--- src/design/nnr_pkg.sv ---
// ----------------------------------------------------------------------------
// nnr_pkg
// Shared types and constants of the nearest-neighbor power-of-two resampler.
// ----------------------------------------------------------------------------
`default_nettype none

package nnr_pkg;

  localparam int MAX_SIDE_DEF  = 256;
  localparam int FRAC_BITS_DEF = 16;

  localparam int CFG_W      = 9;
  localparam int CFG_IDX_W  = 1;
  localparam int COORD_W    = 8;
  localparam int PIX_W      = 32;
  localparam int SIDE_W     = CFG_W + 1;
  localparam int OUT_SIDE_W = 9;
  localparam int LG_W       = 4;
  localparam int QUEUE_DEPTH = 2;

  localparam logic [CFG_IDX_W-1:0] CFG_WIDTH  = 1'b0;
  localparam logic [CFG_IDX_W-1:0] CFG_HEIGHT = 1'b1;

  localparam logic FUNC_LOAD  = 1'b0;
  localparam logic FUNC_FETCH = 1'b1;

  typedef struct packed {
    logic               func;
    logic [COORD_W-1:0] coord_x;
    logic [COORD_W-1:0] coord_y;
    logic [PIX_W-1:0]   pixel_in;
  } in_t;

  typedef struct packed {
    logic [PIX_W-1:0]      pixel_out;
    logic                  out_of_range;
    logic [OUT_SIDE_W-1:0] dest_side;
  } out_t;

  typedef struct packed {
    logic                  wr;
    logic                  oor;
    logic [OUT_SIDE_W-1:0] side;
  } cmd_ctl_t;

endpackage

`default_nettype wire

--- src/design/nnr_front.sv ---
// ----------------------------------------------------------------------------
// nnr_front
// Config registers, item intake, range check and per-axis ratio multiply.
// Emits store commands (write or read) toward the queue.
// ----------------------------------------------------------------------------
`default_nettype none

module nnr_front #(
  parameter int MAX_SIDE  = nnr_pkg::MAX_SIDE_DEF,
  parameter int FRAC_BITS = nnr_pkg::FRAC_BITS_DEF,
  parameter int ADDR_W    = 16
) (
  input  wire logic                           clk_i,
  input  wire logic                           rst_ni,
  input  wire logic                           start_i,
  input  wire nnr_pkg::in_t                   item_i,
  output logic                                busy_o,
  input  wire logic                           cfg_we_i,
  input  wire logic [nnr_pkg::CFG_IDX_W-1:0]  cfg_idx_i,
  input  wire logic [nnr_pkg::CFG_W-1:0]      cfg_data_i,
  output logic                                push_o,
  output nnr_pkg::cmd_ctl_t                   ctl_o,
  output logic      [ADDR_W-1:0]              addr_o,
  output logic      [nnr_pkg::PIX_W-1:0]      data_o,
  input  wire logic                           q_ready_i
);

  localparam int CFG_W   = nnr_pkg::CFG_W;
  localparam int LG_W    = nnr_pkg::LG_W;
  localparam int SIDE_W  = nnr_pkg::SIDE_W;
  localparam int COORD_W = nnr_pkg::COORD_W;
  localparam int RATIO_W = CFG_W + FRAC_BITS + 1;
  localparam int PROD_W  = COORD_W + RATIO_W;
  localparam int QUO_W   = PROD_W - FRAC_BITS;

  function automatic logic [CFG_W-1:0] clamp_size(input logic [CFG_W-1:0] v);
    logic [CFG_W-1:0] r;
    r = v;
    if (v == '0) begin
      r = CFG_W'(1);
    end else if (32'(v) > MAX_SIDE) begin
      r = CFG_W'(MAX_SIDE);
    end
    return r;
  endfunction

  function automatic logic [LG_W-1:0] side_log2(input logic [CFG_W-1:0] w);
    logic [LG_W-1:0] r;
    r = LG_W'(CFG_W);
    for (int i = CFG_W; i >= 0; i--) begin
      if (32'(w) <= (32'd1 << i)) r = LG_W'(i);
    end
    return r;
  endfunction

  function automatic logic [RATIO_W-1:0] axis_ratio(input logic [CFG_W-1:0] size,
                                                    input logic [LG_W-1:0]  lg);
    logic [RATIO_W-1:0] t;
    t = (RATIO_W'(size) << FRAC_BITS) >> lg;
    return t + RATIO_W'(1);
  endfunction

  function automatic logic [CFG_W-1:0] sat_axis(input logic [PROD_W-1:0] prod,
                                                input logic [CFG_W-1:0]  size);
    logic [QUO_W-1:0] q;
    logic [CFG_W-1:0] r;
    q = prod[PROD_W-1:FRAC_BITS];
    if (q >= QUO_W'(size)) begin
      r = size - CFG_W'(1);
    end else begin
      r = CFG_W'(q);
    end
    return r;
  endfunction

  // derived config, updated on the write itself
  logic [CFG_W-1:0]   w_q, h_q, wc, hc;
  logic [LG_W-1:0]    lg_q, lgn;
  logic [SIDE_W-1:0]  side_q;
  logic [RATIO_W-1:0] ratio_x_q, ratio_y_q;

  assign wc  = clamp_size(cfg_data_i);
  assign hc  = clamp_size(cfg_data_i);
  assign lgn = side_log2(wc);

  always_ff @(posedge clk_i or negedge rst_ni) begin
    if (!rst_ni) begin
      w_q       <= CFG_W'(1);
      h_q       <= CFG_W'(1);
      lg_q      <= '0;
      side_q    <= SIDE_W'(1);
      ratio_x_q <= axis_ratio(CFG_W'(1), '0);
      ratio_y_q <= axis_ratio(CFG_W'(1), '0);
    end else if (cfg_we_i) begin
      unique case (cfg_idx_i)
        nnr_pkg::CFG_WIDTH: begin
          w_q       <= wc;
          lg_q      <= lgn;
          side_q    <= SIDE_W'(1) << lgn;
          ratio_x_q <= axis_ratio(wc, lgn);
          ratio_y_q <= axis_ratio(h_q, lgn);
        end
        nnr_pkg::CFG_HEIGHT: begin
          h_q       <= hc;
          ratio_y_q <= axis_ratio(hc, lg_q);
        end
        default: ;
      endcase
    end
  end

  // stage 1: intake, range check, multiply
  nnr_pkg::in_t s1_q;
  logic         s1_valid_q, s1_valid_d;
  logic         s1_oor;
  logic [PROD_W-1:0] s1_px, s1_py;

  // stage 2: saturate, address, push
  logic               s2_valid_q, s2_valid_d;
  logic               s2_func_q, s2_oor_q;
  logic [COORD_W-1:0] s2_x_q, s2_y_q;
  logic [PROD_W-1:0]  s2_px_q, s2_py_q;
  logic [nnr_pkg::PIX_W-1:0] s2_pix_q;

  logic accept, s1_adv, s2_free, push_ok, drop, in_store, is_load;
  logic [CFG_W-1:0] sx, sy;

  assign s1_oor = (SIDE_W'(s1_q.coord_x) >= side_q) || (SIDE_W'(s1_q.coord_y) >= side_q);
  assign s1_px  = PROD_W'(s1_q.coord_x) * PROD_W'(ratio_x_q);
  assign s1_py  = PROD_W'(s1_q.coord_y) * PROD_W'(ratio_y_q);

  assign is_load  = (s2_func_q == nnr_pkg::FUNC_LOAD);
  assign in_store = (32'(s2_x_q) < MAX_SIDE) && (32'(s2_y_q) < MAX_SIDE);
  assign drop     = is_load && !in_store;
  assign push_ok  = drop || q_ready_i;
  assign s2_free  = !s2_valid_q || push_ok;
  assign s1_adv   = s1_valid_q && s2_free;
  assign busy_o   = s1_valid_q && !s2_free;
  assign accept   = start_i && !busy_o;

  assign s1_valid_d = accept || (s1_valid_q && !s2_free);
  assign s2_valid_d = s1_adv || (s2_valid_q && !push_ok);

  always_ff @(posedge clk_i or negedge rst_ni) begin
    if (!rst_ni) begin
      s1_valid_q <= 1'b0;
      s2_valid_q <= 1'b0;
    end else begin
      s1_valid_q <= s1_valid_d;
      s2_valid_q <= s2_valid_d;
    end
  end

  always_ff @(posedge clk_i) begin
    if (accept) begin
      s1_q <= item_i;
    end
    if (s1_adv) begin
      s2_func_q <= s1_q.func;
      s2_oor_q  <= s1_oor;
      s2_x_q    <= s1_q.coord_x;
      s2_y_q    <= s1_q.coord_y;
      s2_px_q   <= s1_px;
      s2_py_q   <= s1_py;
      s2_pix_q  <= s1_q.pixel_in;
    end
  end

  always_comb begin
    if (is_load) begin
      sx = CFG_W'(s2_x_q);
      sy = CFG_W'(s2_y_q);
    end else begin
      sx = sat_axis(s2_px_q, w_q);
      sy = sat_axis(s2_py_q, h_q);
    end
  end

  assign push_o     = s2_valid_q && !drop;
  assign ctl_o.wr   = is_load;
  assign ctl_o.oor  = !is_load && s2_oor_q;
  assign ctl_o.side = side_q[nnr_pkg::OUT_SIDE_W-1:0];
  assign addr_o     = ADDR_W'(32'(sy) * MAX_SIDE + 32'(sx));
  assign data_o     = s2_pix_q;

endmodule

`default_nettype wire

--- config.mk ---
export PLATFORM = sky130hd
export DESIGN_NAME = nnr_front
export DESIGN_NICKNAME = d
export VERILOG_FILES = /design/src/design/nnr_pkg.sv /design/src/design/nnr_front.sv
export SDC_FILE = /design/constraint.sdc
export NUM_CORES = 1
export LEC_CHECK = 0
export BUFFER_PORTS_ARGS = -buffer_cell sky130_fd_sc_hd__buf_2
export CAP_MARGIN = 20
export CELL_PAD_IN_SITES_DETAIL_PLACEMENT = 1
export CELL_PAD_IN_SITES_GLOBAL_PLACEMENT = 1
export CORE_MARGIN = 10
export CORE_UTILIZATION = 54
export CTS_BUF_LIST = sky130_fd_sc_hd__clkbuf_16
export DETAILED_ROUTE_END_ITERATION = 8
export PLACE_DENSITY_LB_ADDON = 0.1
export SYNTH_ARGS = -nofsm -noshare
export SYNTH_HDL_FRONTEND = slang
export SYNTH_SLANG_ARGS = --single-unit
--- constraint.sdc ---
create_clock -name clk_i -period 16.2 [get_ports clk_i]
set_clock_uncertainty 0.05 [all_clocks]
set_input_delay 1.62 -clock clk_i [delete_from_list [all_inputs] [get_ports clk_i]]
set_output_delay 1.62 -clock clk_i [all_outputs]
set_load 0.05 [all_outputs]
# Word level (Yosys, flattened, before mapping)
# Index checks and enable logic that the tools add are counted.
dict set report classes {
  addsub 6
  mul 2
  div_mod_pow 0
  n_lt_le_gt_ge 14
  n_eq_ne 0
  n_shift 4
  muxes 16
  bitwise 2
  n_reduce_logical 16
}
# op count
set op_table {}
lappend op_table {{$add A26 B1 Y26 const B} 3}
lappend op_table {{$shr A25 B4 Y26} 3}
lappend op_table {{$mul A8 B26 Y34} 2}
lappend op_table {{$pmux W26 S2} 1}
lappend op_table {{$ge A18 B9 Y1} 2}
lappend op_table {{$mux W9} 4}
lappend op_table {{$mux W4} 8}
lappend op_table {{$ge A8 B10 Y1} 2}
lappend op_table {{$add A16 B9 Y16} 1}
lappend op_table {{$mux W8} 2}
lappend op_table {{$shl A1 B4 Y10 const A} 1}
lappend op_table {{$gt A9 B9 Y1 const B} 1}
lappend op_table {{$le A9 B1 Y1 const B} 1}
lappend op_table {{$le A9 B2 Y1 const B} 1}
lappend op_table {{$le A9 B3 Y1 const B} 1}
lappend op_table {{$le A9 B4 Y1 const B} 1}
lappend op_table {{$le A9 B5 Y1 const B} 1}
lappend op_table {{$le A9 B6 Y1 const B} 1}
lappend op_table {{$le A9 B7 Y1 const B} 1}
lappend op_table {{$le A9 B8 Y1 const B} 1}
lappend op_table {{$le A9 B9 Y1 const B} 1}
lappend op_table {{$logic_not A9 Y1} 1}
lappend op_table {{$sub A9 B1 Y9 const B} 1}
lappend op_table {{$sub A8 B1 Y8 const B} 1}
lappend op_table {{6 further kinds} 18}
dict set report word_totals {
  regBits 253
  latch_bits 0
  ramBits 0
  romBits 0
  elab_cells 79
  mem_count 0
}

# Logic depth before layout (Yosys ltp)
dict set report logic_depth {
  depth_word 16
  depth_mapped 20
  mapped_depth_nobuf 19
}

# Worst setup path before layout
# OpenSTA, ideal clock, no wires.
dict set report synth_timing {
  kind {register to output}
  start {register w_q[0]}
  end {output addr_o[15]}
  t_arrival_ns 3.621
  slack_ns 10.909
  stages_incl_launch_ff 18
  n_path_buf 1
  cell_sequence {dfstp_2 ha_1 nand2b_1 a21o_1 a21oi_1 nor2b_1 o21ai_0 a21o_1 a21oi_1 buf_1 nor2_1 a211oi_1 ha_1 and3_1 a31oi_1 nand4bb_1 nor3_1 xnor2_1}
}
dict set report synth_between {
  elab_chain_len 4
  elab_cells_between_ends 5
}
# item line_no
set synth_lines {}
lappend synth_lines {{start, declared} nnr_front.sv:77} ;# logic [CFG_W-1:0] w_q, h_q, wc, hc;
lappend synth_lines {{start signal, assigned} nnr_front.sv:97} ;# w_q <= wc;
lappend synth_lines {{$ge A18 B9 Y1 / $sub A9 B1 Y9 (equally long branches)} {nnr_front.sv:68, nnr_front.sv:69}}
lappend synth_lines {{$mux W9 *} nnr_front.sv:68} ;# if (q >= QUO_W'(size)) begin
lappend synth_lines {{$mux W9 *} nnr_front.sv:170} ;# if (is_load) begin
lappend synth_lines {{$add A16 B9 Y16 *} nnr_front.sv:183} ;# assign addr_o = ADDR_W'(32'(sy) * MAX_SIDE + 32'(sx));
lappend synth_lines {{end, declared} nnr_front.sv:23} ;# output logic [ADDR_W-1:0] addr_o,
# Mark *: on every way between the ends. The rest lies on a longest branch, timed or not.

# Final worst setup path
dict set report layout_timing {
  start {register s1_q[43] (netlist name)}
  end {register s2_px_q[33], data pin}
}
dict set report layout_between {
  elab_chain_len 1
}
# item line_no
set layout_lines {}
lappend layout_lines {{start, declared} nnr_front.sv:113} ;# nnr_pkg::in_t s1_q;
lappend layout_lines {{start signal, assigned} nnr_front.sv:156} ;# s1_q <= item_i;
lappend layout_lines {{$mul A8 B26 Y34} nnr_front.sv:129} ;# assign s1_px = PROD_W'(s1_q.coord_x) * PROD_W'(ratio_x_q);
lappend layout_lines {{named net s1_px[33]} nnr_front.sv:116} ;# logic [PROD_W-1:0] s1_px, s1_py;
lappend layout_lines {{end signal, assigned} nnr_front.sv:163} ;# s2_px_q <= s1_px;
lappend layout_lines {{end, declared} nnr_front.sv:122} ;# logic [PROD_W-1:0] s2_px_q, s2_py_q;
# The timed path passes the listed nets, and every way through them passes these cells.
# A chain may end at the register's enable or synchronous reset.

==> key figures <==
Yosys
  – Top cell type's share of synthesized area: 0.2593
  – Top post-synthesis cells by area: fa_1, edfxtp_1, and2_1
  – Synthesized Nets: 2519
  – Ys Warns: 0
  – Largest area contributor in the netlist: fa_1
  – Post-synth EDFFs: approximately 140
  – Synthesized cell area: 21160 µm²
  – Yosys reg bits: about 220
  – Synth async-reset ratio: 0.3779
  – Sequential element share of the synthesized area: 0.2889
  – Post-synth cell types: 77
  – Synth Area per Inst: 10.40 µm²
  – Ys flop type: edfxtp_1
  – Count leader, synth: and2_1
  – Commonest cells post-synth: and2_1, inv_1, fa_1
  – Post-synthesis instance total: 2035

Pwr
  – Switching power share of the total: 0.3847
  – Sw Pwr: 0.0008459 W
  – Logic pwr share: 0.382
  – Internal power: between 0.001 and 0.0015 W
  – Pwr Total: about 0.0022 W
  – Power Density: 95.03 nW/µm²
  – P_leak: 11.14 nW
  – Register share of total power: 0.338
  – Clk pwr share: 0.280
  – Maximum VDD drop: 0.08821 mV

Detailed routing
  – Drt pass-1 iters: 5
  – Uppermost layer routed: met4
  – DR WL met3: 1643 µm
  – Drt initial violations: 828
  – Drt via density: 5.643
  – Post-route ant nets: 0
  – Vias post-DR: around 15000
  – DRT met1 WL: roughly 24000 µm
  – Met2 wire len: 32340 µm
  – Remaining DRCs: 0
  – Routed len/inst: roughly 22 µm
  – Final wirelength: 58920 µm

Placed design
  – HPWL Detailed: 44820 µm
  – Cell area after placement: 22140 µm²
  – I/O Buffers: 124
  – Placer congestion estimate: 0.8866

Clocking
  – Clk Latency, worst-skew pair: 0.58 ns
  – Clk root buf: clkbuf_16
  – Hold-fix buffers, CTS: 0
  – CTS tree: yes
  – H-Tree Depth: 1
  – Post-cts resize count: 0
  – Clock Path Buffers: 3
  – Inserted Clock Buffers: 26
  – Clock Sinks: approximately 220
  – Worst-path clk slew: 0.06 ns
  – Post-CTS setup buffer count: 0

Worst setup path
  – Launching point of the worst reg2reg path: s1_q[43]$_DFFE_PP_
  – Nature of the critical path startpoint: flip-flop
  – Crit-path max FO: 27
  – Critical R2R Capture: s2_px_q[33]$_DFFE_PP_
  – Reg-to-reg slack, setup: 9.64 ns
  – Worst path arrival time: 6.83 ns
  – R2r worst-path depth: 17
  – CP Capture Type: flip-flop
  – Required time of the critical path: 16.46 ns
  – Crit Path Category: reg -> reg

Final layout
  – Nets: 2600
  – Share of cells above drive strength 1: 0.1016
  – Core Util, Final: 0.5973
  – Post-Layout Inst Area: 23140 µm²
  – Area growth, synth to finish: 9.355%
  – Antenna diode count: 0

Global routing
  – Largest net degree at the start of global routing: 69
  – First-pass GRT wire length: 94130 µm
  – Initial antenna violation count: 0
  – Global route overflow: 0
  – Vias in the first global route: 17090
  – All-Layer GR Usage: 0.2499

Die
  – Die Wd: 217.9 µm
  – Die area: 47500 µm²
  – Die Height: roughly 220 µm
  – Ports: 125
  – Row cnt: 72
  – Core area: 38740 µm²
  – Initial core utilization: 0.5462

Timing
  – Final Hold Vio Count: 0
  – Slew HR: 0.2586
  – Max-slew violation count: 0
  – Minimum clock period: approximately 6.6 ns
  – Fin crit share: 0.4052
  – RSZ-0062 raised after global routing: no
  – Final Setup Violations: 0
  – Max Clock Freq: 0.1524 GHz
  – Setup TNS: 0 ns
  – Worst slew pin tran: 1.112 ns

Job
  – Max_cap viols: 0

Worst hold path
  – Hold WC Path Type: reg -> reg
  – Cells on Worst Hold Path: 0
  – Hold Startpoint: s1_q[9]$_DFFE_PP_
  – Worst Hold Endpoint: data_o[9]$_DFFE_PP_

Status
  – Status: completed
cell families after synthesis:
family / Yosys count / share of synthesized area
muxes: 48 / 0.02454
adders and majority gates: 420 / 0.3456
AOI/OAI and AO/OA: 246 / 0.07824
DFF: 217 / 0.2889
xor gates and xnor gates: 48 / 0.01987
and+or+nand+nor: 666 / 0.1702
buffers and inverters: 390 / 0.07268
through the flow:
stage	cells	hold slack, ns	worst slack (ns)
global placement	2601	0.3504	10.20
floorplan	2035	0.3503	10.91
finish	2653	0.3704	9.637
CTS	2648	0.3699	9.449
detailed placement	2601	0.3552	9.684
global route	2653	0.3722	9.383
how the worst max path moves through the flow:
| stage | from | to | slack (ns) | cells past startpoint |
|---|---|---|---|---|
| floorplan | w_q[0]$_DFFE_PN1P_ | addr_o[15] | 10.91 | 17 |
| global placement | w_q[0]$_DFFE_PN1P_ | addr_o[15] | 10.20 | 17 |
| detailed placement | s1_q[44]$_DFFE_PP_ | s2_px_q[33]$_DFFE_PP_ | 9.68 | 17 |
| CTS | w_q[0]$_DFFE_PN1P_ | addr_o[15] | 9.45 | 17 |
| global route | s1_q[44]$_DFFE_PP_ | s2_px_q[33]$_DFFE_PP_ | 9.38 | 17 |
| finish | s1_q[43]$_DFFE_PP_ | s2_px_q[33]$_DFFE_PP_ | 9.64 | 17 |
layout by cell type, fill, tap and decap left out, types with 12 or more instances in the layout:
cell,synthesis,layout
a21oi_1,46,46
nand2b_1,16,15
xor2_1,12,12
buf_2,8,123
nor3_1,29,29
nand3_1,21,21
fa_1,274,274
o21ai_0,61,61
mux2i_1,38,38
buf_4,11,17
nand2_1,164,164
ha_1,146,146
and2_1,321,319
clkbuf_16,0,26
edfxtp_1,135,135
xnor2_1,36,36
inv_1,298,302
nor2b_1,12,12
a21o_1,15,15
nor2_1,63,63
dfrtp_1,77,77
a31oi_1,12,12
power by group through the flow:
| stage | combinational (W) | clock [W] | sequential (W) |
|---|---|---|---|
| floorplan | 0.000598 | 0 | 0.000736 |
| global placement | 0.000791 | 0 | 0.000751 |
| detailed placement | 0.000834 | 0 | 0.000755 |
| CTS | 0.000845 | 0.000623 | 0.000746 |
| global route | 0.000955 | 0.000644 | 0.000750 |
| finish | 0.000840 | 0.000615 | 0.000744 |
registers in the layout (all words and copies together) (netlist names), 4 cells and up:
name and count:
s2_py_q 18, data_o 32, s2_y_q 8, s1_q 49
side_q 10, lg_q 4, s2_x_q 8, w_q 9
ratio_y_q 24, h_q 9, ratio_x_q 24, s2_px_q 18
critical path, cell delays in order, from the launching register on:
cell and delay [ns]:
edfxtp_1 0.82, and2_1 0.40, fa_1 0.43, fa_1 0.55, inv_1 0.05, fa_1 0.49, inv_1 0.07, fa_1 0.49
ha_1 0.35, a2111oi_0 0.65, nand3_1 0.15, o2111ai_1 0.58, o211ai_1 0.20, nand2_1 0.19, a211o_1 0.17, nand2_1 0.08
o41ai_1 0.42, xnor2_1 0.12
per-layer routing:
| metal | up-vias | track usage |
|---|---|---|
| li1 | 6750 | - |
| met1 | 7893 | 0.2932 |
| met2 | 240 | 0.4745 |
| met3 | 87 | 0.02649 |
| met4 | 0 | 0.06225 |
| met5 | - | 0 |
layout make-up:
| cell class | instances | area, µm² |
|---|---|---|
| fillers | 4269 | 15600 |
| clock inverters | 21 | 240.2 |
| clock buffers | 26 | 650.6 |
| inverters | 299 | 1122 |
| repair buffers | 144 | 845.8 |
| flip-flops and latches | 217 | 6112 |
| well taps | 518 | 648.1 |
| multi-input cells | 1428 | 13520 |
(Power assumes the default switching activity.)
