### src/design/nnr_queue.sv
// ----------------------------------------------------------------------------
// nnr_queue
// Short command queue between the front and back parts.
// ----------------------------------------------------------------------------
`default_nettype none

module nnr_queue #(
  parameter int WIDTH = 8,
  parameter int DEPTH = 2
) (
  input  wire logic             clk_i,
  input  wire logic             rst_ni,
  input  wire logic             push_i,
  input  wire logic [WIDTH-1:0] data_i,
  output logic                  ready_o,
  input  wire logic             pop_i,
  output logic                  valid_o,
  output logic      [WIDTH-1:0] data_o
);

  localparam int PTR_W = DEPTH > 1 ? $clog2(DEPTH) : 1;
  localparam int CNT_W = $clog2(DEPTH + 1);

  logic [WIDTH-1:0] mem_q [DEPTH];
  logic [PTR_W-1:0] wptr_q, wptr_d, rptr_q, rptr_d;
  logic [CNT_W-1:0] cnt_q, cnt_d;
  logic             full, empty, do_push, do_pop;

  assign full    = (cnt_q == CNT_W'(DEPTH));
  assign empty   = (cnt_q == '0);
  assign do_push = push_i && !full;
  assign do_pop  = pop_i && !empty;

  always_comb begin
    wptr_d = wptr_q;
    rptr_d = rptr_q;
    cnt_d  = cnt_q;
    if (do_push) begin
      wptr_d = (wptr_q == PTR_W'(DEPTH - 1)) ? '0 : wptr_q + PTR_W'(1);
    end
    if (do_pop) begin
      rptr_d = (rptr_q == PTR_W'(DEPTH - 1)) ? '0 : rptr_q + PTR_W'(1);
    end
    if (do_push && !do_pop) begin
      cnt_d = cnt_q + CNT_W'(1);
    end else if (do_pop && !do_push) begin
      cnt_d = cnt_q - CNT_W'(1);
    end
  end

  always_ff @(posedge clk_i or negedge rst_ni) begin
    if (!rst_ni) begin
      wptr_q <= '0;
      rptr_q <= '0;
      cnt_q  <= '0;
    end else begin
      wptr_q <= wptr_d;
      rptr_q <= rptr_d;
      cnt_q  <= cnt_d;
    end
  end

  always_ff @(posedge clk_i) begin
    if (do_push) begin
      mem_q[wptr_q] <= data_i;
    end
  end

  assign ready_o = !full;
  assign valid_o = !empty;
  assign data_o  = mem_q[rptr_q];

endmodule

`default_nettype wire

### config.mk
export PLATFORM = sky130hd
export DESIGN_NAME = nnr_queue
export DESIGN_NICKNAME = d
export VERILOG_FILES = /design/src/design/nnr_queue.sv
export SDC_FILE = /design/constraint.sdc
export NUM_CORES = 1
export LEC_CHECK = 0
export ABC_AREA = 1
export BUFFER_PORTS_ARGS = -buffer_cell sky130_fd_sc_hd__buf_2
export CORE_UTILIZATION = 30
export DETAILED_ROUTE_END_ITERATION = 10
export GPL_TIMING_DRIVEN = 0
export RECOVER_POWER = 50
export SLEW_MARGIN = 20
export SYNTH_ARGS = -nofsm -noshare
export SYNTH_HDL_FRONTEND = slang
export SYNTH_SLANG_ARGS = --single-unit
### constraint.sdc
create_clock -name clk_i -period 1.74 [get_ports clk_i]
set_clock_uncertainty 0.2 [all_clocks]
set_input_delay 0.261 -clock clk_i [delete_from_list [all_inputs] [get_ports clk_i]]
set_output_delay 0.261 -clock clk_i [all_outputs]
set_load 0.005 [all_outputs]
**Word level (Yosys, flattened, before mapping)**

Memories as Yosys holds them, arrays and structs flattened.
Cells that the tools add are included.

- $add $sub $neg: 4
- Equal/unequal tests: 1
- Muxes and demuxes: 6
- Reduce and logical (&&, ||, !) cells: 10

Operator list:

| operator | number |
|---|---|
| logical AND 1 bit | 4 |
| logical NOT 1 bit | 4 |
| two-way mux 1 bit | 4 |
| two-way mux 2 bit | 2 |
| adder 1 bit (second input constant) | 2 |
| adder 2 x 1 -> 2 bit (second input constant) | 1 |
| equality test 2 bit (second input constant) | 1 |
| logical NOT 2 bit | 1 |
| nonzero test 2 bit | 1 |
| subtractor 2 x 1 -> 2 bit (second input constant) | 1 |

- Bits in registers: 4
- Memory bits (writable): 16
- Bits of input ports: 12
- Output and inout port bits: 10
- Word-level logic and storage cells: 25
- Memories: 1

Memories:

| memory | depth | bits a word | rd ports | clocked after Yosys merged registers in | wr ports | line | RTL |
|---|---|---|---|---|---|---|---|
| mem_q | 2 | 8 | 1 | 0 | 1 | 24 | `logic [WIDTH-1:0] mem_q [DEPTH];` |

**Longest topological paths before layout**

Gate-level depths: netlist (run 1).

- Depth in word-level cells: 7
- Depth in mapped cells: 10
- Depth with buffers taken out: 10

**Least setup slack after synthesis (run 1)**

OpenSTA, ideal clock, no wires.

- Path kind: register -> register
- Start point: register cnt_q[0]
- End point: memory mem_q[0][0] (enable)
- Setup time: 0.370 ns
- Arrival time: 0.938 ns
- Data required time: 1.170 ns
- Setup slack: 0.232 ns
- Stages on the path, launching flop included: 5
- Buffers on the path: 0
- Clock period less this slack: 1.508 ns
- Cell sequence: dfrtp_1 -> inv_2 -> nand2_4 -> nand2_4 -> nor2_1

- Word-level cells in the longest chain between the ends: 5

RTL lines:

| item | line | RTL |
|---|---|---|
| start, declared | 26 | `logic [CNT_W-1:0] cnt_q, cnt_d;` |
| start signal, assigned | 59 | `cnt_q <= cnt_d;` |
| equality test 2 bit | 29 | `assign full = (cnt_q == CNT_W'(DEPTH));` |
| logical NOT 1 bit | - |  |
| net ready_o | 15 | `output logic ready_o,` |
| logical AND 1 bit | 31 | `assign do_push = push_i && !full;` |
| two-way mux 1 bit | 64 | `if (do_push) begin` |
| two-way mux 1 bit (not written as such) | 65 | `mem_q[wptr_q] <= data_i;` |
| end, declared | 24 |  |

The timed path passes the listed nets, and every way through them passes these cells.

**Worst setup path in the final report (run 1)**

- Start point: register cnt_q[0]
- End point: register cnt_q[1]

- Word-level cells in the longest chain between the ends: 6
- Elaborated cells on any way between the ends: 15
- Classes of those cells: 2 x add/sub; 1 x eq/ne; 2 x mux; 10 x reduce/logical

RTL lines:

| item | line |
|---|---|
| equality test 2 bit / logical NOT 2 bit (equally long branches) | 29, 30 |
| logical NOT 1 bit, on equally long branches | 31, 32 |
| logical AND 1 bit, on equally long branches | 31, 32 |
| logical NOT 1 bit, on equally long branches | 46, 44 |
| logical AND 1 bit, on equally long branches | 46, 44 |
| nonzero test 2 bit (no line) / two-way mux 2 bit (equally long branches) | - |

Several ways; a longest one is shown, not always the timed one. The select of a mux whose other input is x is not followed.
A chain may end at the register's enable or synchronous reset.

==> results of run 1 <==
synth_stat cells:
| cell type | n | share of area [%] |
|---|---|---|
| sky130_fd_sc_hd__nand2_4 | 2 | 2.7 |
| sky130_fd_sc_hd__dfrtp_1 | 4 | 12 |
| sky130_fd_sc_hd__xnor2_1 | 1 | 1.1 |
| sky130_fd_sc_hd__inv_1 | 4 | 1.8 |
| sky130_fd_sc_hd__ha_1 | 1 | 1.5 |
| sky130_fd_sc_hd__inv_2 | 3 | 1.4 |
| sky130_fd_sc_hd__buf_6 | 1 | 1.4 |
| sky130_fd_sc_hd__nand3_1 | 2 | 1.2 |
| sky130_fd_sc_hd__xor2_2 | 1 | 2.0 |
| sky130_fd_sc_hd__nand2_1 | 30 | 14 |
| sky130_fd_sc_hd__edfxtp_1 | 16 | 58 |
| sky130_fd_sc_hd__nand2_2 | 2 | 1.5 |
| sky130_fd_sc_hd__nand4_1 | 1 | 0.76 |
| sky130_fd_sc_hd__nor2_1 | 2 | 0.91 |
worst reg2reg max path, delay by kind of cell, from the launching register on:
family	cells	cell delay [ns]
buf+inv	3	0.24
flops	1	0.45
simple gates	5	0.34
fa+ha+maj	1	0.30
cell type report:
cell class,count,area [um2]
Inverter,7,28.8
Clock buffer,3,22.5
Buffer,1,11.3
Multi-Input combinational cell,42,211
Fill cell,249,1460
Clock inverter,1,3.75
Sequential cell,20,581
Timing Repair Buffer,30,188
Tap cell,30,37.5
per-stage QoR:
stage,power (W),worst slack [ns],utilization (%)
6_report,0.00159,0.109,42.6
5_1_grt,0.00173,0.0326,42.6
4_1_cts,0.00162,0.0543,42.9
3_5_place_dp,0.00137,-0.00325,38.1
3_3_place_gp,0.00134,0.0273,38.1
2_1_floorplan,0.00114,0.232,-
report_power, final:
group	switching (W)	total (W)	internal, W
logic	0.000377	0.000640	0.000263
registers	0.0000635	0.000731	0.000667
clock network	0.000137	0.000221	0.0000837
total	0.000577	0.00159	0.00101
sequential cells by signal (all words and copies together) (netlist names):
register	flops
mem_q	16
cnt_q	2
wptr_q	1
rptr_q	1
kinds of logic after synthesis:
logic type / after synthesis / share of synthesized area [%]
flops: 20 / 70.2
fa+ha+maj: 1 / 1.51
simple gates: 39 / 20.7
buf+inv: 8 / 4.54
xor+xnor: 2 / 3.03
metal layers:
layer  part of all wire [%]  up-vias
met4                   0.89        0
met1                     40      275
met5                      0        -
met2                     54       13
li1                       -      295
met3                    4.8        3
final timing paths:
| check | from | end | slack, ns | cells after the start |
|---|---|---|---|---|
| setup / recovery | cnt_q[0] | cnt_q[1] | 0.11 | 9 |
| hold / removal | pop_i | rptr_q | 0.01 | 3 |
| setup reg to reg | cnt_q[0] | cnt_q[1] | 0.11 | 9 |
| hold reg to reg | cnt_q[0] | cnt_q[0] | 0.38 | 1 |
| max in group asynchronous | rst_ni | rptr_q | 1.02 | 2 |
| min in group asynchronous | rst_ni | cnt_q[0] | 0.12 | 2 |
timing repair:
item                                   CTS  global route
gates resized for setup                  2             1
hold buffers                             9             0
pin swaps                                0             0
endpoints found under the hold margin   20             0
buffers inserted                         0             0
setup endpoints to repair               11             8
==> impl_table.tex, run 1 <==
\begin{tabular}{lr}
\hline
Metric & Value \\
\hline
\multicolumn{2}{l}{\textbf{Global route}} \\
\quad All-Layer GR Usage & 11.2\% \\
\quad Pin count of the biggest net entering global routing & 12 \\
\quad Number of global-route vias before repair & 542 \\
\quad Initial antenna violation count & 0 \\
\quad Busiest grt layer & met2 \\
\quad Remaining global-route overflow & 0 \\
\quad Wire length of the first global-routing pass & 2280 um \\
\quad Met2 routing resource usage after global routing & 20.1\% \\
\quad GR met3 Demand/Resource & 4.17\% \\
\quad Fraction of met1 tracks used by global routing & 12.5\% \\
\multicolumn{2}{l}{\textbf{Route}} \\
\quad Wire length per cell after detailed routing & 10.9 um \\
\quad Initial detailed-routing violation count & 8 \\
\quad Post-detailed-route count of antenna-violating nets & 0 \\
\quad Routed WL & 1460 um \\
\quad 1st-pass router iterations & 4 \\
\quad Average via count per standard cell & 4.37 \\
\quad Number of remaining DRC errors & 0 \\
\quad Routed via count & 586 \\
\multicolumn{2}{l}{\textbf{Yosys}} \\
\quad Post-synth cell types & 14 \\
\quad Sequential cell area fraction in the yosys report & 70.2\% \\
\quad Warning count from the yosys run & 0 \\
\quad Post-Synthesis Mean Instance Area & 11.8 um2 \\
\quad Synthesized instance count & 70 \\
\quad Synthesized netlist net count & 83 \\
\quad Count of state elements after synthesis & 20 \\
\quad Cell area after technology mapping & 827 um2 \\
\multicolumn{2}{l}{\textbf{Layout}} \\
\quad Most frequent cells in the layout & sky130\_fd\_sc\_hd\_\_nand2\_1 (31), sky130\_fd\_sc\_hd\_\_edfxtp\_1 (16), sky130\_fd\_sc\_hd\_\_buf\_2 (15) \\
\quad Antenna Cells & 0 \\
\quad Final net count & 118 \\
\quad Synth-to-layout area growth & 31.0\% \\
\quad Non-filler cells, final & 134 \\
\quad Finished layout cell area & 1080 um2 \\
\quad Fraction of layout instances using a drive strength above 1 & 26.9\% \\
\quad Most common cell after layout, fill and taps aside & sky130\_fd\_sc\_hd\_\_nand2\_1 \\
\multicolumn{2}{l}{\textbf{Placement}} \\
\quad GPL Wtd Cong & 0.665 \\
\quad Placed wire-length estimate after detailed placement & 1020 um \\
\quad Count of input and output buffers & 21 \\
\quad Placed instance area & 970 um2 \\
\quad Placed insts & 121 \\
\multicolumn{2}{l}{\textbf{STA}} \\
\quad Achievable frequency & 613 MHz \\
\quad Transition time at the pin with the least slew margin & 0.423 ns \\
\quad Hold Worst Slack & 0.0139 ns \\
\quad Relative slew slack & 71.8\% \\
\quad Minimum clock period after layout & 1.63 ns \\
\quad Setup repair after global routing missed its margin & no \\
\quad TNS Setup & 0 ns \\
\quad Final hold violations & 0 \\
\quad Number of failing setup endpoints in the final timing report & 0 \\
\quad Portion of the clock cycle consumed by the worst path in the final layout & 93.8\% \\
\quad Final-report max-slew violation count & 0 \\
\multicolumn{2}{l}{\textbf{Floorplan}} \\
\quad Placement row count & 18 \\
\quad Die Area & 2970 um2 \\
\quad Core Area & 2540 um2 \\
\quad Initial standard-cell utilization of the core & 32.5\% \\
\quad Io pins & 22 \\
\quad Y dimension of the die & 54.5 um \\
\quad Width of the die & 54.5 um \\
\multicolumn{2}{l}{\textbf{Critical path}} \\
\quad Nature of the critical path endpoint & flop \\
\quad Largest fanout on the critical path & 4 \\
\quad Setup CP Type & flop to flop \\
\quad CP required & 1.74 ns \\
\quad Arrival time reported for the critical path endpoint & 1.63 ns \\
\quad Maximum single-stage delay on the critical path & 0.45 ns \\
\quad Crit-path leading delay family & flip-flops \\
\quad Crit-path cells & inv\_2 > nand2\_4 > nand2\_4 > inv\_1 > ha\_1 > inv\_1 > nand3\_1 > nand2\_1 > nand2\_1 \\
\quad Nature of the critical path startpoint & flop \\
\quad Critical Path Slowest Stage Cell & sky130\_fd\_sc\_hd\_\_dfrtp\_1 \\
\quad Buffers and inverters on the worst path & 3 \\
\multicolumn{2}{l}{\textbf{Pwr}} \\
\quad Lkg Pwr & 0.485 nW \\
\quad Worst vdd ir & 819 uV \\
\quad Power per cell area & 1470 nW/um2 \\
\multicolumn{2}{l}{\textbf{Clock network}} \\
\quad Clock root cell & sky130\_fd\_sc\_hd\_\_clkbuf\_4 \\
\quad H-tree Lvls & 1 \\
\quad Clk\_lat worst skew & 0.30 ns \\
\quad Total clock sinks & 20 \\
\quad Max Buffers Root-to-Sink & 2 \\
\quad Number of clock buffers inserted by TritonCTS & 3 \\
\quad Clk slew on worst S/H paths & 0.11 ns \\
\quad TritonCTS clock tree & built \\
\multicolumn{2}{l}{\textbf{Worst hold path}} \\
\quad Class of the most critical hold timing path & primary input to flop \\
\multicolumn{2}{l}{\textbf{Status}} \\
\quad Outcome & completed \\
\multicolumn{2}{l}{\textbf{Run}} \\
\quad Number of violations of the max-capacitance limit & 0 \\
\hline
\end{tabular}
Power figures use the tool's default switching activity.
==> run 2, diff against run 1 <==
- CORE_ASPECT_RATIO: unset -> 1.25
==> run 2 against run 1 <==
Non-clock buffer count unchanged. Register-to-register slack better by 0.06 ns. Hold slack better by 0.0084 ns. Die area is essentially flat. Sequential power fell by 0.7%. Final cell count grew 2.2%. Global-route usage shrank 1.6 points. Fmax rose by 1.2%.
==> impl_table.tex, run 2 (synthesized netlist as in run 1, its figures left out) <==
\begin{tabular}{lr}
\hline
Metric & Value \\
\hline
\multicolumn{2}{l}{\textbf{Route}} \\
\quad Initial detailed-routing violation count & 6 \\
\quad Routed WL & 1250 um \\
\quad Post-detailed-route count of antenna-violating nets & 0 \\
\quad 1st-pass router iterations & 2 \\
\quad Number of remaining DRC errors & 0 \\
\quad Wire length per cell after detailed routing & 9.09 um \\
\quad Routed via count & 562 \\
\quad Average via count per standard cell & 4.10 \\
\multicolumn{2}{l}{\textbf{Floorplan}} \\
\quad Width of the die & 49.0 um \\
\quad Core Area & 2530 um2 \\
\quad Initial standard-cell utilization of the core & 32.7\% \\
\quad Placement row count & 20 \\
\quad Y dimension of the die & 60.7 um \\
\quad Die Area & 2970 um2 \\
\quad Io pins & 22 \\
\multicolumn{2}{l}{\textbf{Critical path}} \\
\quad Maximum single-stage delay on the critical path & 0.39 ns \\
\quad Crit-path leading delay family & flip-flops \\
\quad CP required & 1.28 ns \\
\quad Nature of the critical path endpoint & output port \\
\quad Most used cell, CP & sky130\_fd\_sc\_hd\_\_nand2\_1 \\
\quad Buffers and inverters on the worst path & 3 \\
\quad Nature of the critical path startpoint & flop \\
\quad Largest fanout on the critical path & 10 \\
\quad Crit-path cells & buf\_6 > inv\_4 > nand2\_1 > nand2\_1 > buf\_2 \\
\quad Arrival time reported for the critical path endpoint & 1.15 ns \\
\quad Setup CP Type & flop to output port \\
\quad Critical Path Slowest Stage Cell & sky130\_fd\_sc\_hd\_\_dfrtp\_1 \\
\multicolumn{2}{l}{\textbf{Global route}} \\
\quad Wire length of the first global-routing pass & 2000 um \\
\quad Initial antenna violation count & 0 \\
\quad Remaining global-route overflow & 0 \\
\quad All-Layer GR Usage & 9.59\% \\
\quad Number of global-route vias before repair & 450 \\
\quad Pin count of the biggest net entering global routing & 12 \\
\multicolumn{2}{l}{\textbf{STA}} \\
\quad Final hold violations & 0 \\
\quad Portion of the clock cycle consumed by the worst path in the final layout & 92.6\% \\
\quad Minimum clock period after layout & 1.61 ns \\
\quad Number of failing setup endpoints in the final timing report & 0 \\
\quad Achievable frequency & 620 MHz \\
\quad TNS Setup & 0 ns \\
\quad Relative slew slack & 71.5\% \\
\quad Transition time at the pin with the least slew margin & 0.427 ns \\
\quad Final-report max-slew violation count & 0 \\
\quad Setup repair after global routing missed its margin & no \\
\multicolumn{2}{l}{\textbf{Clock network}} \\
\quad Post-CTS Setup Repair Bufs & 0 \\
\quad Clk slew on worst S/H paths & 0.11 ns \\
\quad Max Buffers Root-to-Sink & 2 \\
\quad TritonCTS clock tree & built \\
\quad Number of clock buffers inserted by TritonCTS & 3 \\
\quad H-tree Lvls & 1 \\
\quad Clock root cell & sky130\_fd\_sc\_hd\_\_clkbuf\_4 \\
\quad Clk\_lat worst skew & 0.29 ns \\
\quad Total clock sinks & 20 \\
\multicolumn{2}{l}{\textbf{Pwr}} \\
\quad Clock network power share & 16.0\% \\
\quad Internal Pwr Total & 0.00106 W \\
\quad Switching share of power & 34.2\% \\
\quad Sequential share of power & 45.2\% \\
\quad Worst vdd ir & 508 uV \\
\quad Power per cell area & 1460 nW/um2 \\
\quad Lkg Pwr & 0.488 nW \\
\quad Combinational power share & 38.8\% \\
\quad Switching power of the nets & 0.000548 W \\
\multicolumn{2}{l}{\textbf{Layout}} \\
\quad Final net count & 118 \\
\quad Antenna Cells & 0 \\
\quad Area taken by multi-input logic gates & 211 um2 \\
\quad Most common cell after layout, fill and taps aside & sky130\_fd\_sc\_hd\_\_nand2\_1 \\
\quad Layout filler cell count & 247 \\
\quad Biggest regs & mem\_q (16), cnt\_q (2) \\
\quad Area of all sequential standard cells & 581 um2 \\
\quad Non-filler cells, final & 137 \\
\quad Fraction of layout instances using a drive strength above 1 & 26.9\% \\
\quad Max reg flops & 16 \\
\quad Register bank with the most flops & mem\_q \\
\quad Synth-to-layout area growth & 32.5\% \\
\quad Most frequent cells in the layout & sky130\_fd\_sc\_hd\_\_nand2\_1 (31), sky130\_fd\_sc\_hd\_\_edfxtp\_1 (16), sky130\_fd\_sc\_hd\_\_buf\_2 (14) \\
\multicolumn{2}{l}{\textbf{Placement}} \\
\quad Placed wire-length estimate after detailed placement & 896 um \\
\quad Count of input and output buffers & 21 \\
\quad Placed insts & 124 \\
\quad GPL Wtd Cong & 0.642 \\
\multicolumn{2}{l}{\textbf{Worst hold path}} \\
\quad Class of the most critical hold timing path & primary input to flop \\
\multicolumn{2}{l}{\textbf{Run}} \\
\quad Number of violations of the max-capacitance limit & 0 \\
\multicolumn{2}{l}{\textbf{Status}} \\
\quad Outcome & completed \\
\hline
\end{tabular}
-- run 2: cell types whose count changed in the layout (fill, tap and decap cells not counted), sizes merged --
cell,before,now
buf,16,15
clkbuf,9,11
clkinv,1,0
-- run 2: path summary, 6_finish.rpt --
kind                               start         to  slack (ns)  depth (start not counted)
worst max-delay path              rptr_q  data_o[0]        0.13                          5
worst min-delay path               pop_i     rptr_q        0.02                          3
worst max register to register  cnt_q[0]   cnt_q[1]        0.17                          9
worst min register to register  cnt_q[0]   cnt_q[0]        0.33                          1
max in group asynchronous         rst_ni     wptr_q        1.03                          2
min in group asynchronous         rst_ni   cnt_q[1]        0.12                          2
-- run 2: layout make-up --
class,instances,area share (%)
plain buffers,1,1.03
clock buffers,4,3.31
inverters,7,2.63
multi-input cells,42,19.3
flip-flops and latches,20,53.0
well taps,33,3.77
repair buffers,30,17.0
-- run 2: per-stage QoR --
stage | util (%) | power (W) | instance area (um2) | hold slack [ns] | worst slack (ns)
after floorplan | - | 0.00114 | 827 | -0.235 | 0.232
after global placement | 38.5 | 0.00133 | 973 | -0.125 | 0.0253
after detailed placement | 38.5 | 0.00135 | 973 | -0.125 | 0.0225
after CTS | 43.6 | 0.00163 | 1100 | 0.0114 | 0.00775
after global routing | 43.4 | 0.00173 | 1100 | 0.0293 | 0.0445
final | 43.4 | 0.00161 | 1100 | 0.0224 | 0.128
-- run 2: routing by layer --
layer / wire (um) / track usage [%] / vias to the layer above
met5: 0 / 0 / -
met4: 48 / 8.82 / 0
met3: 43 / 1.75 / 4
met2: 616 / 14.7 / 15
met1: 538 / 11.7 / 247
li1: - / - / 296
-- run 2: worst reg2reg max path, stage by stage (launching register included) --
cell and delay (ns):
sky130_fd_sc_hd__dfrtp_1 0.43, sky130_fd_sc_hd__inv_2 0.10, sky130_fd_sc_hd__nand2_4 0.06, sky130_fd_sc_hd__nand2_4 0.09, sky130_fd_sc_hd__inv_1 0.05, sky130_fd_sc_hd__ha_1 0.30
sky130_fd_sc_hd__inv_1 0.08, sky130_fd_sc_hd__nand3_1 0.07, sky130_fd_sc_hd__nand2_1 0.06, sky130_fd_sc_hd__nand2_1 0.05
-- run 2: repair_timing --
action / in CTS / in global routing
endpoints found under the hold margin: 20 / 0
setup endpoints to repair: 8 / 10
hold buffers: 9 / 0
pin swaps: 0 / 0
resized for setup: 1 / 2
-- run 2: power by group through the flow --
stage | Combinational (W) | Clock (W) | Sequential (W)
global route | 0.000709 | 0.000279 | 0.000740
detailed placement | 0.000617 | 0 | 0.000734
floorplan | 0.000414 | 0 | 0.000726
CTS | 0.000635 | 0.000267 | 0.000725
finish | 0.000622 | 0.000257 | 0.000726
global placement | 0.000602 | 0 | 0.000732
